--- config.mk ---
export PLATFORM = sky130hd
export DESIGN_NAME = decimating_sigma_combiner
export DESIGN_NICKNAME = d
export VERILOG_FILES = /design/src/rtl/core/decsig_pkg.sv /design/src/rtl/core/decsig_queue.sv /design/src/rtl/core/decsig_front.sv /design/src/rtl/core/decsig_back.sv /design/src/rtl/core/decimating_sigma_combiner.sv
export SDC_FILE = /design/constraint.sdc
export NUM_CORES = 2
export LEC_CHECK = 0
export CAP_MARGIN = 10
export CORE_MARGIN = 2
export CORE_UTILIZATION = 43
export CTS_BUF_LIST = sky130_fd_sc_hd__clkbuf_8 sky130_fd_sc_hd__clkbuf_16
export CTS_CLUSTER_DIAMETER = 40
export DETAILED_ROUTE_END_ITERATION = 12
export DONT_BUFFER_PORTS = 1
export HOLD_SLACK_MARGIN = 0.02
export MAX_ROUTING_LAYER = met4
export SLEW_MARGIN = 10
export SYNTH_ARGS = -nofsm -noshare
export SYNTH_HDL_FRONTEND = slang
export SYNTH_HIERARCHICAL = 1
export SYNTH_SLANG_ARGS = --single-unit
--- constraint.sdc ---
create_clock -name clk -period 16 [get_ports clk]
set_input_delay 2.4 -clock clk [delete_from_list [all_inputs] [get_ports clk]]
set_output_delay 2.4 -clock clk [all_outputs]
set_load 0.03 [all_outputs]
--- src/rtl/core/decsig_pkg.sv ---
// shared constants and types of the decimating sigma combiner
package decsig_pkg;

  localparam int OUT_W     = 21;
  localparam int CFG_W     = 16;
  localparam int CNT_W     = 16;
  localparam int FRAC_BITS = 8;
  localparam int CFG_IDX_W = 1;

  localparam logic [CFG_IDX_W-1:0] CFG_DECIMATION = 1'd0;
  localparam logic [CFG_IDX_W-1:0] CFG_SIG_WEIGHT = 1'd1;

  localparam logic [CFG_W-1:0] DECIMATION_RST = 16'd1;
  localparam logic [CFG_W-1:0] SIG_WEIGHT_RST = 16'd256;

  typedef struct packed {
    logic [CFG_W-1:0] decimation;
    logic [CFG_W-1:0] sig_weight;
  } cfg_t;

endpackage

--- src/rtl/core/decsig_queue.sv ---
// two-entry queue between the front and back ends
module decsig_queue #(
  parameter int DATA_W = 64
) (
  input  logic              clk,
  input  logic              rst_n,
  input  logic              push_valid,
  output logic              push_ready,
  input  logic [DATA_W-1:0] push_data,
  output logic              pop_valid,
  input  logic              pop_ready,
  output logic [DATA_W-1:0] pop_data
);

  logic [DATA_W-1:0] mem_r [2];
  logic              wr_ptr_r;
  logic              wr_ptr_nxt;
  logic              rd_ptr_r;
  logic              rd_ptr_nxt;
  logic [1:0]        count_r;
  logic [1:0]        count_nxt;
  logic              do_push;
  logic              do_pop;

  assign push_ready = (count_r != 2'd2);
  assign pop_valid  = (count_r != 2'd0);
  assign pop_data   = mem_r[rd_ptr_r];
  assign do_push    = push_valid && push_ready;
  assign do_pop     = pop_valid && pop_ready;

  always_comb begin
    wr_ptr_nxt = do_push ? ~wr_ptr_r : wr_ptr_r;
    rd_ptr_nxt = do_pop ? ~rd_ptr_r : rd_ptr_r;
    count_nxt  = count_r;
    if (do_push && !do_pop) begin
      count_nxt = count_r + 2'd1;
    end else if (do_pop && !do_push) begin
      count_nxt = count_r - 2'd1;
    end
  end

  always_ff @(posedge clk) begin
    if (!rst_n) begin
      wr_ptr_r <= 1'b0;
      rd_ptr_r <= 1'b0;
      count_r  <= 2'd0;
    end else begin
      wr_ptr_r <= wr_ptr_nxt;
      rd_ptr_r <= rd_ptr_nxt;
      count_r  <= count_nxt;
    end
  end

  always_ff @(posedge clk) begin
    if (do_push) begin
      mem_r[wr_ptr_r] <= push_data;
    end
  end

endmodule

--- src/rtl/core/decsig_front.sv ---
// input side: sample counter that keeps one beat in every decimation beats
module decsig_front #(
  parameter int DATA_W = 64
) (
  input  logic                clk,
  input  logic                rst_n,
  input  decsig_pkg::cfg_t    cfg,
  input  logic                in_valid,
  output logic                in_ready,
  input  logic [DATA_W-1:0]   in_data,
  output logic                push_valid,
  input  logic                push_ready,
  output logic [DATA_W-1:0]   push_data
);

  logic [decsig_pkg::CNT_W-1:0] count_r;
  logic [decsig_pkg::CNT_W-1:0] count_nxt;
  logic [decsig_pkg::CNT_W-1:0] count_inc;
  logic                         keep;
  logic                         accept;

  assign in_ready   = push_ready;
  assign accept     = in_valid && in_ready;
  assign count_inc  = count_r + decsig_pkg::CNT_W'(1);
  assign keep       = !(count_inc < cfg.decimation);
  assign push_valid = in_valid && keep;
  assign push_data  = in_data;

  always_comb begin
    count_nxt = count_r;
    if (accept) begin
      count_nxt = keep ? '0 : count_inc;
    end
  end

  always_ff @(posedge clk) begin
    if (!rst_n) begin
      count_r <= '0;
    end else begin
      count_r <= count_nxt;
    end
  end

endmodule

--- src/rtl/core/decsig_back.sv ---
// result side: moment arithmetic, bit-serial square root and output register
module decsig_back #(
  parameter int SAMPLE_BITS = 16
) (
  input  logic                          clk,
  input  logic                          rst_n,
  input  decsig_pkg::cfg_t              cfg,
  input  logic                          pop_valid,
  output logic                          pop_ready,
  input  logic [4*SAMPLE_BITS-1:0]      pop_data,
  output logic                          out_valid,
  input  logic                          out_ready,
  output logic [decsig_pkg::OUT_W-1:0]  out_sigma_out
);

  localparam int SB     = SAMPLE_BITS;
  localparam int SQ_W   = 2 * SB;
  localparam int PP_W   = SB + decsig_pkg::CFG_W;
  localparam int WIDE_W = 2 * SB + 17;
  localparam int SUM_W  = (2 * SB + 15 > 64) ? 64 : 2 * SB + 15;
  localparam int X_W    = SUM_W - decsig_pkg::FRAC_BITS;
  localparam int RW     = X_W + 1;
  localparam int ROOT_W = (X_W + 1) / 2;
  localparam int IT_W   = $clog2(ROOT_W);

  localparam logic [2:0] S_IDLE   = 3'd0;
  localparam logic [2:0] S_SQUARE = 3'd1;
  localparam logic [2:0] S_SCALE  = 3'd2;
  localparam logic [2:0] S_SUM    = 3'd3;
  localparam logic [2:0] S_ROOT   = 3'd4;
  localparam logic [2:0] S_HOLD   = 3'd5;

  logic [2:0]        state_r;
  logic [2:0]        state_nxt;
  logic [SQ_W-1:0]   msq_r;
  logic [SB-1:0]     mv_r;
  logic [SB-1:0]     sg_r;
  logic [SQ_W-1:0]   mv2_r;
  logic [SQ_W-1:0]   sg2_r;
  logic [SQ_W-1:0]   diff_r;
  logic [PP_W-1:0]   plo_r;
  logic [PP_W-1:0]   phi_r;
  logic [RW-1:0]     x_r;
  logic [RW-1:0]     x_nxt;
  logic [RW-1:0]     root_r;
  logic [RW-1:0]     root_nxt;
  logic [RW-1:0]     bit_r;
  logic [IT_W-1:0]   iter_r;
  logic              out_valid_r;
  logic              out_valid_nxt;
  logic [decsig_pkg::OUT_W-1:0] out_r;

  logic [SB-1:0]     raw_mv;
  logic [SB-1:0]     raw_sg;
  logic [SB-1:0]     mag_mv;
  logic [SB-1:0]     mag_sg;
  logic [WIDE_W-1:0] wide_sum;
  logic [SUM_W-1:0]  sum;
  logic [RW-1:0]     trial;
  logic              slot_free;
  logic              load_out;

  assign raw_mv = pop_data[2*SB-1:SB];
  assign raw_sg = pop_data[SB-1:0];
  assign mag_mv = raw_mv[SB-1] ? (~raw_mv + SB'(1)) : raw_mv;
  assign mag_sg = raw_sg[SB-1] ? (~raw_sg + SB'(1)) : raw_sg;

  assign pop_ready = (state_r == S_IDLE);
  assign slot_free = !out_valid_r || out_ready;
  assign load_out  = (state_r == S_HOLD) && slot_free;

  assign wide_sum = WIDE_W'({diff_r, {decsig_pkg::FRAC_BITS{1'b0}}})
                  + WIDE_W'(plo_r) + (WIDE_W'(phi_r) << SB);
  assign sum      = wide_sum[SUM_W-1:0];
  assign trial    = root_r + bit_r;

  always_comb begin
    x_nxt    = x_r;
    root_nxt = root_r >> 1;
    if (x_r >= trial) begin
      x_nxt    = x_r - trial;
      root_nxt = (root_r >> 1) + bit_r;
    end
  end

  always_comb begin
    state_nxt = state_r;
    unique case (state_r)
      S_IDLE:   if (pop_valid) state_nxt = S_SQUARE;
      S_SQUARE: state_nxt = S_SCALE;
      S_SCALE:  state_nxt = S_SUM;
      S_SUM:    state_nxt = S_ROOT;
      S_ROOT:   if (iter_r == '0) state_nxt = S_HOLD;
      S_HOLD:   if (slot_free) state_nxt = S_IDLE;
      default:  state_nxt = S_IDLE;
    endcase
  end

  always_comb begin
    out_valid_nxt = out_valid_r;
    if (out_ready) begin
      out_valid_nxt = 1'b0;
    end
    if (load_out) begin
      out_valid_nxt = 1'b1;
    end
  end

  always_ff @(posedge clk) begin
    if (!rst_n) begin
      state_r     <= S_IDLE;
      out_valid_r <= 1'b0;
    end else begin
      state_r     <= state_nxt;
      out_valid_r <= out_valid_nxt;
    end
  end

  // datapath, no reset needed
  always_ff @(posedge clk) begin
    case (state_r)
      S_IDLE: begin
        if (pop_valid) begin
          msq_r <= pop_data[4*SB-1:2*SB];
          mv_r  <= mag_mv;
          sg_r  <= mag_sg;
        end
      end
      S_SQUARE: begin
        mv2_r <= SQ_W'(mv_r * mv_r);
        sg2_r <= SQ_W'(sg_r * sg_r);
      end
      S_SCALE: begin
        diff_r <= (msq_r >= mv2_r) ? (msq_r - mv2_r) : (mv2_r - msq_r);
        plo_r  <= PP_W'(cfg.sig_weight * sg2_r[SB-1:0]);
        phi_r  <= PP_W'(cfg.sig_weight * sg2_r[SQ_W-1:SB]);
      end
      S_SUM: begin
        x_r    <= RW'(sum[SUM_W-1:decsig_pkg::FRAC_BITS]);
        root_r <= '0;
        bit_r  <= RW'(1) << (2 * (ROOT_W - 1));
        iter_r <= IT_W'(ROOT_W - 1);
      end
      S_ROOT: begin
        x_r    <= x_nxt;
        root_r <= root_nxt;
        bit_r  <= bit_r >> 2;
        iter_r <= iter_r - IT_W'(1);
      end
      default: begin
      end
    endcase
    if (load_out) begin
      out_r <= decsig_pkg::OUT_W'(root_r[ROOT_W-1:0]);
    end
  end

  assign out_valid     = out_valid_r;
  assign out_sigma_out = out_r;

endmodule

--- src/rtl/core/decimating_sigma_combiner.sv ---
// top level of the decimating sigma combiner
//
// input channel (in_valid/in_ready): one beat carries mean square, mean and
// extra sigma. a sample counter keeps one beat in every decimation beats;
// dropped beats give no result and are taken one per cycle while the queue has room.
// kept beats go through a two-entry queue to the back end, which squares,
// weights, sums and takes a floor square root one result bit per cycle.
// result channel (out_valid/out_ready): sigma_out = isqrt of
// (256*|msq - mean^2| + weight*sigma^2) / 256, held in an output register.
// a kept beat goes through the square, scale, sum, root and hold states to
// out_valid. the back end takes a new kept beat only from idle, after the
// bit-serial root loop and the output load for the last one; the front end
// keeps accepting while the queue has room.
// configuration: cfg_wr_en with cfg_index 0 writes decimation, 1 writes the
// sigma weight; write only while the block is idle.
// reset: synchronous active-low rst_n clears the counter, queue, sequencer and
// output valid; decimation returns to 1 and the sigma weight to 1.0.
// when out_ready is low the result is held, the back end stalls after its next
// result and the queue then fills, which drops in_ready.
module decimating_sigma_combiner #(
  parameter int SAMPLE_BITS = 16
) (
  input  logic                                 clk,
  input  logic                                 rst_n,
  input  logic                                 cfg_wr_en,
  input  logic [decsig_pkg::CFG_IDX_W-1:0]     cfg_index,
  input  logic [decsig_pkg::CFG_W-1:0]         cfg_data,
  input  logic                                 in_valid,
  output logic                                 in_ready,
  input  logic [2*SAMPLE_BITS-1:0]             in_mean_square,
  input  logic signed [SAMPLE_BITS-1:0]        in_mean_value,
  input  logic signed [SAMPLE_BITS-1:0]        in_extra_sigma,
  output logic                                 out_valid,
  input  logic                                 out_ready,
  output logic [decsig_pkg::OUT_W-1:0]         out_sigma_out
);

  localparam int DATA_W = 4 * SAMPLE_BITS;

  decsig_pkg::cfg_t cfg_r;
  decsig_pkg::cfg_t cfg_nxt;

  logic [DATA_W-1:0] in_data;
  logic              push_valid;
  logic              push_ready;
  logic [DATA_W-1:0] push_data;
  logic              pop_valid;
  logic              pop_ready;
  logic [DATA_W-1:0] pop_data;

  always_comb begin
    cfg_nxt = cfg_r;
    if (cfg_wr_en) begin
      if (cfg_index == decsig_pkg::CFG_DECIMATION) begin
        cfg_nxt.decimation = cfg_data;
      end else if (cfg_index == decsig_pkg::CFG_SIG_WEIGHT) begin
        cfg_nxt.sig_weight = cfg_data;
      end
    end
  end

  always_ff @(posedge clk) begin
    if (!rst_n) begin
      cfg_r.decimation <= decsig_pkg::DECIMATION_RST;
      cfg_r.sig_weight <= decsig_pkg::SIG_WEIGHT_RST;
    end else begin
      cfg_r <= cfg_nxt;
    end
  end

  assign in_data = {in_mean_square, in_mean_value, in_extra_sigma};

  decsig_front #(
    .DATA_W (DATA_W)
  ) u_front (
    .clk        (clk),
    .rst_n      (rst_n),
    .cfg        (cfg_r),
    .in_valid   (in_valid),
    .in_ready   (in_ready),
    .in_data    (in_data),
    .push_valid (push_valid),
    .push_ready (push_ready),
    .push_data  (push_data)
  );

  decsig_queue #(
    .DATA_W (DATA_W)
  ) u_queue (
    .clk        (clk),
    .rst_n      (rst_n),
    .push_valid (push_valid),
    .push_ready (push_ready),
    .push_data  (push_data),
    .pop_valid  (pop_valid),
    .pop_ready  (pop_ready),
    .pop_data   (pop_data)
  );

  decsig_back #(
    .SAMPLE_BITS (SAMPLE_BITS)
  ) u_back (
    .clk           (clk),
    .rst_n         (rst_n),
    .cfg           (cfg_r),
    .pop_valid     (pop_valid),
    .pop_ready     (pop_ready),
    .pop_data      (pop_data),
    .out_valid     (out_valid),
    .out_ready     (out_ready),
    .out_sigma_out (out_sigma_out)
  );

endmodule
# Yosys cells after proc, flatten, opt, wreduce, memory -nomap -nowiden
# Memories as Yosys holds them, arrays and structs flattened. A register that Yosys moved wholly into a read port is not among the register bits.
# Index checks and enable logic that the tools add are counted.
[word_totals]
wordCells = 104
mem_count = 1
reg_bits = 424
in_bits = 86
mem_bits_rw = 128
[memory_table]
columns = ["name", "words", "width", "rd", "rd_clocked_by_memory_dff", "wr", "line", "source"]
rows = [
  ["u_queue.mem_r", 2, 64, 1, 1, 1, "decsig_queue.sv:15", "logic [DATA_W-1:0] mem_r [2];"],
]
[op_classes]
magnitude_cmp = 3
n_eq_ne = 10
add_sub_neg = 13
n_reduce_logical = 23
multipliers = 4
bitwise_logic = 5
n_mux = 22
[op_table]
columns = ["op", "n"]
rows = [
  ["$pmux W40 S2", 3],
  ["$mul A16 B16 Y32", 3],
  ["$mux W40", 2],
  ["$sub A32 B32 Y32", 2],
  ["$add A16 B1 Y16 const B", 3],
  ["$add A41 B47 Y47", 1],
  ["$add A40 B32 Y41", 1],
  ["$add A39 B40 Y40", 1],
  ["$add A40 B40 Y40", 1],
  ["$ge A40 B40 Y1", 1],
  ["$sub A40 B40 Y40", 1],
  ["$ge A32 B32 Y1", 1],
  ["$mux W32", 1],
  ["$not A16 Y16", 2],
  ["$mul A16 B16 Y31", 1],
  ["$mux W15", 2],
  ["$pmux W3 S6", 1],
  ["$lt A16 B16 Y1", 1],
  ["$mux W16", 1],
  ["$pmux W5 S2", 1],
  ["$mux W3", 3],
  ["$ne A2 B1 Y1 const B", 4],
  ["$reduce_and A2 Y1", 4],
  ["$reduce_bool A2 Y1", 4],
  ["16 further kinds", 35],
]

# Longest topological paths before layout
[logic_depth]
word_depth = 9
ltp_mapped = 27
ltp_nobuf = 25

# Modules after synthesis
# The synthesis kept the hierarchy.
[by_module_without_submodules]
columns = ["module", "cells_per_inst", "n_inst", "seq_area_each_um2", "area_each_um2"]
rows = [
  ["decsig_back", 5592, 1, 10229.8, 52594.2],
  ["decsig_queue", 223, 1, 3943.8, 4857.2],
  ["decsig_front", 230, 1, 320.3, 1803.0],
  ["decimating_sigma_combiner", 125, 1, 640.6, 1242.4],
]

# Worst setup path before layout
# Ideal clock, no wire load.
[synth_timing]
kind = "reg2reg"
from = "reg u_back.state_r[0]"
to = "reg u_back.diff_r[0], enable pin"
setup_ps = 660
t_required_ps = 15340
slack_ps = 8438
arrival_ps = 6902
stages_incl_launch_ff = 3
cell_sequence = "dfxtp_1 > clkbuf_1 > nor3b_1"
[synth_between]
elab_chain_len = 1
[synth_lines]
columns = ["item", "line", "source"]
rows = [
  ["start: declaration", "decsig_back.sv:33", "logic [2:0] state_r;"],
  ["start signal: assignment", "decsig_back.sv:114", "state_r <= state_nxt;"],
  ["$eq A3 B2 Y1", "decsig_back.sv:121", "case (state_r)"],
  ["end signal: assignment", "decsig_back.sv:134", "diff_r <= (msq_r >= mv2_r) ? (msq_r - mv2_r) : (mv2_r - msq_r);"],
  ["end: declaration", "decsig_back.sv:40", "logic [SQ_W-1:0] diff_r;"],
]
# Every way passes these cells.
# A chain may end at the register's enable or synchronous reset.

# Worst setup path in the final report
[layout_timing]
from = "reg u_back.mv_r[13]"
to = "reg u_back.mv2_r[29], data pin"
[layout_between]
elab_chain_len = 1
[layout_lines]
columns = ["item", "line", "source"]
rows = [
  ["start: declaration", "decsig_back.sv:36", "logic [SB-1:0] mv_r;"],
  ["start signal: assignment", "decsig_back.sv:125", "mv_r <= mag_mv;"],
  ["$mul A16 B16 Y32", "decsig_back.sv:130", "mv2_r <= SQ_W'(mv_r * mv_r);"],
  ["end signal: assignment", "decsig_back.sv:130", ""],
  ["end: declaration", "decsig_back.sv:38", "logic [SQ_W-1:0] mv2_r;"],
]
# Every way passes these cells.

==> impl_metrics.toml <==
[yosys]
synth.avg_cell_area_um2 = 9.80
ys_ff_latch = 523
syn_inst = 6170
synthFlopType = "edfxtp_1"
synth_area_um2 = 60500
syn-num-nets = 7601
async_flop_share = 0
yosysSeqAreaShare = 0.250
synth_edf_count = 466
yosys.cell_types.count = 93
yosysWarnings = 6

[sta]
hold_viol = 0
fmax_mhz = 139
finClkSkew_ns = 0.0341
max_slew_margin = 0.282
slew_viol_final = 0
setup-tns-final_ns = 0
finalSetupViolations = 0
rsz0062_at_grt = "no"
worst_slew_pin_slew_ns = 1.05
fin_crit_sh = 0.450
final.min_clock_period_ns = 7.19

[layout]
final_common_cell = "inv_1"
final_nets = 7453
layout_common_cells = "inv_1 (1077), fa_1 (714), nand2_1 (644), ha_1 (631), edfxtp_1 (466)"
num-fill-cells = 13118
synthToLayoutAreaGrowth_pct = 7.46
drive_above_1_share = 0.0519

[worst_setup_path]
ff2ff_path_depth = 23
cp.arrival_ns = 7.64
r2r_end = "u_back/mv2_r[29]"
r2r_setup_slack_ns = 8.81
critPathKind = "reg2reg"
required_ns = 16.45
rr_startpoint = "u_back/mv_r[13]"
worst-path-max-fanout = 15
cp-start-kind = "flip-flop"
end_kind = "flip-flop"

[status]
run_status = "finished clean"

[clocking]
cts_tree = "built"
clockBufferDepth = 3
clockRootBuffer = "clkbuf_16"
hold_buffers = 0
post_cts_buffers = 0
clkSlewWorstSetupHoldPaths_ns = 0.05
cts_resized = 0
htreeDepth = 3
cts_buffers = 97
insertion_delay_ns = 0.70
clock_sinks = 523

[die]
initial_core_util = 0.434
dieArea_um2 = 144000
ios = 109
dieHeight_um = 379
die_w_um = 379
rows = 137
core-area_um2 = 140000

[placement]
hpwlAfterDp_um = 110000
io_buffers = 0
place_congestion = 0.906

[route]
finalWirelength_um = 141000
ant_nets = 0
drt-pass1-iter-count = 6
vias_per_cell = 5.14
vias = 41030
drc_errors = 0
initialDrtViolationCount = 2559
routedWlPerCell_um = 17.7

[min_path]
min_path_cells = 2
hp-class = "reg2reg"
min_to = "cfg_r[20]"
hold_start = "cfg_r[20]"

[global_route]
grt_pass1_vias = 42622
grt_max_degree = 86
grt-ovfl-total = 0
grtUsageTotal = 0.208
grt_pass1_wl_um = 231000
grt_antenna_before_repair = 3

[job]
drv_cap = 0
[synthesized netlist by cell type (61+ instances only)]
cell type | count | area [um2]
a21o_1 | 130 | 976
a21oi_1 | 270 | 1350
a31oi_1 | 61 | 382
and2_1 | 344 | 2150
buf_4 | 74 | 556
clkbuf_1 | 183 | 687
edfxtp_1 | 466 | 14000
fa_1 | 714 | 14300
ha_1 | 631 | 7900
inv_1 | 1070 | 4020
mux2_2 | 69 | 777
nand2_1 | 645 | 2420
nor2_1 | 248 | 931
o21ai_0 | 180 | 901
xnor2_1 | 196 | 1720
xor2_1 | 144 | 1260
[cells by family after synthesis]
family          share of synthesized area
compound gates                     0.0976
xor+xnor                           0.0492
fa+ha+maj                           0.367
buf+inv                            0.0897
flops                               0.250
mux                                0.0223
other cells                      0.000124
simple gates                        0.124
[state kept, by name, summed over array words and instances (netlist names), 2 cells and up, named ones only]
signal and cells:
u_back/sg_r 16, u_back/state_r 3, u_back/root_r 40, u_back/diff_r 32, u_back/phi_r 31, u_queue/mem_r 128, u_back/out_sigma_out 20, u_back/x_r 40
u_back/sg2_r 31, u_queue/count_r 2, u_back/bit_r 20, cfg_r 32, u_front/count_r 16, u_back/mv_r 16, u_back/msq_r 32, u_back/iter_r 5
u_back/mv2_r 31, u_back/plo_r 24
[metal layers]
metal	vias to the layer above	track usage	part of all wire
met5	-	-	0
met4	0	0.0469	0.020
met3	179	0.0289	0.044
met2	804	0.338	0.47
met1	20237	0.277	0.46
li1	19810	-	-
[layout make-up]
class | count | area [um2] | area share
Inverter | 1070 | 4020 | 0.0618
Clock buffer | 99 | 2470 | 0.0379
Sequential cell | 523 | 15100 | 0.233
Tap cell | 1876 | 2350 | 0.0361
Clock inverter | 83 | 850 | 0.0131
Antenna cell | 2 | 5.00 | 0.0000770
Timing Repair Buffer | 30 | 225 | 0.00346
Multi-Input combinational cell | 4300 | 40000 | 0.615
[critical path, stage by stage (launching register included)]
cell and delay [ns]:
edfxtp_1 0.70, inv_1 0.24, nor2_1 0.21, ha_1 0.28
xor2_1 0.19, fa_1 0.55, inv_1 0.05, fa_1 0.49
fa_1 0.45, fa_1 0.52, inv_1 0.05, fa_1 0.47
inv_1 0.04, ha_1 0.33, a211oi_1 0.22, nand2_1 0.10
or3_1 0.34, o21ai_0 0.33, o31a_1 0.27, o21ai_1 0.13
o41ai_1 0.55, o221a_2 0.28, nor3_1 0.05, xnor2_1 0.12
[through the flow]
| stage | setup WS [ns] | instance area (um2) | hold slack [ns] | util | std cells |
|---|---|---|---|---|---|
| 6_report | 8.81 | 65000 | 0.454 | 0.466 | 7983 |
| 5_1_grt | 8.34 | 65000 | 0.476 | 0.466 | 7982 |
| 4_1_cts | 8.78 | 65000 | 0.458 | 0.466 | 7981 |
| 3_5_place_dp | 8.80 | 61700 | 0.450 | 0.442 | 7799 |
| 3_3_place_gp | 8.92 | 61700 | 0.446 | 0.442 | 7799 |
| 2_1_floorplan | 8.44 | 60500 | 0.433 | - | 6170 |
[worst max path at each step]
| stage | start | depth (start not counted) | endpoint |
|---|---|---|---|
| 6_report | u_back/mv_r[13] | 23 | u_back/mv2_r[29] |
| 5_1_grt | u_back/sg_r[3] | 23 | u_back/sg2_r[30] |
| 4_1_cts | u_back/mv_r[13] | 23 | u_back/mv2_r[29] |
| 3_5_place_dp | u_back/mv_r[13] | 23 | u_back/mv2_r[29] |
| 3_3_place_gp | u_back/sg_r[9] | 24 | u_back/sg2_r[30] |
| 2_1_floorplan | u_back/state_r[0] | 2 | u_back/diff_r[0] |
Power is left out: the tool's default activity adds up to more than one toggle a clock period on the data nets, which glitch-free logic cannot reach.
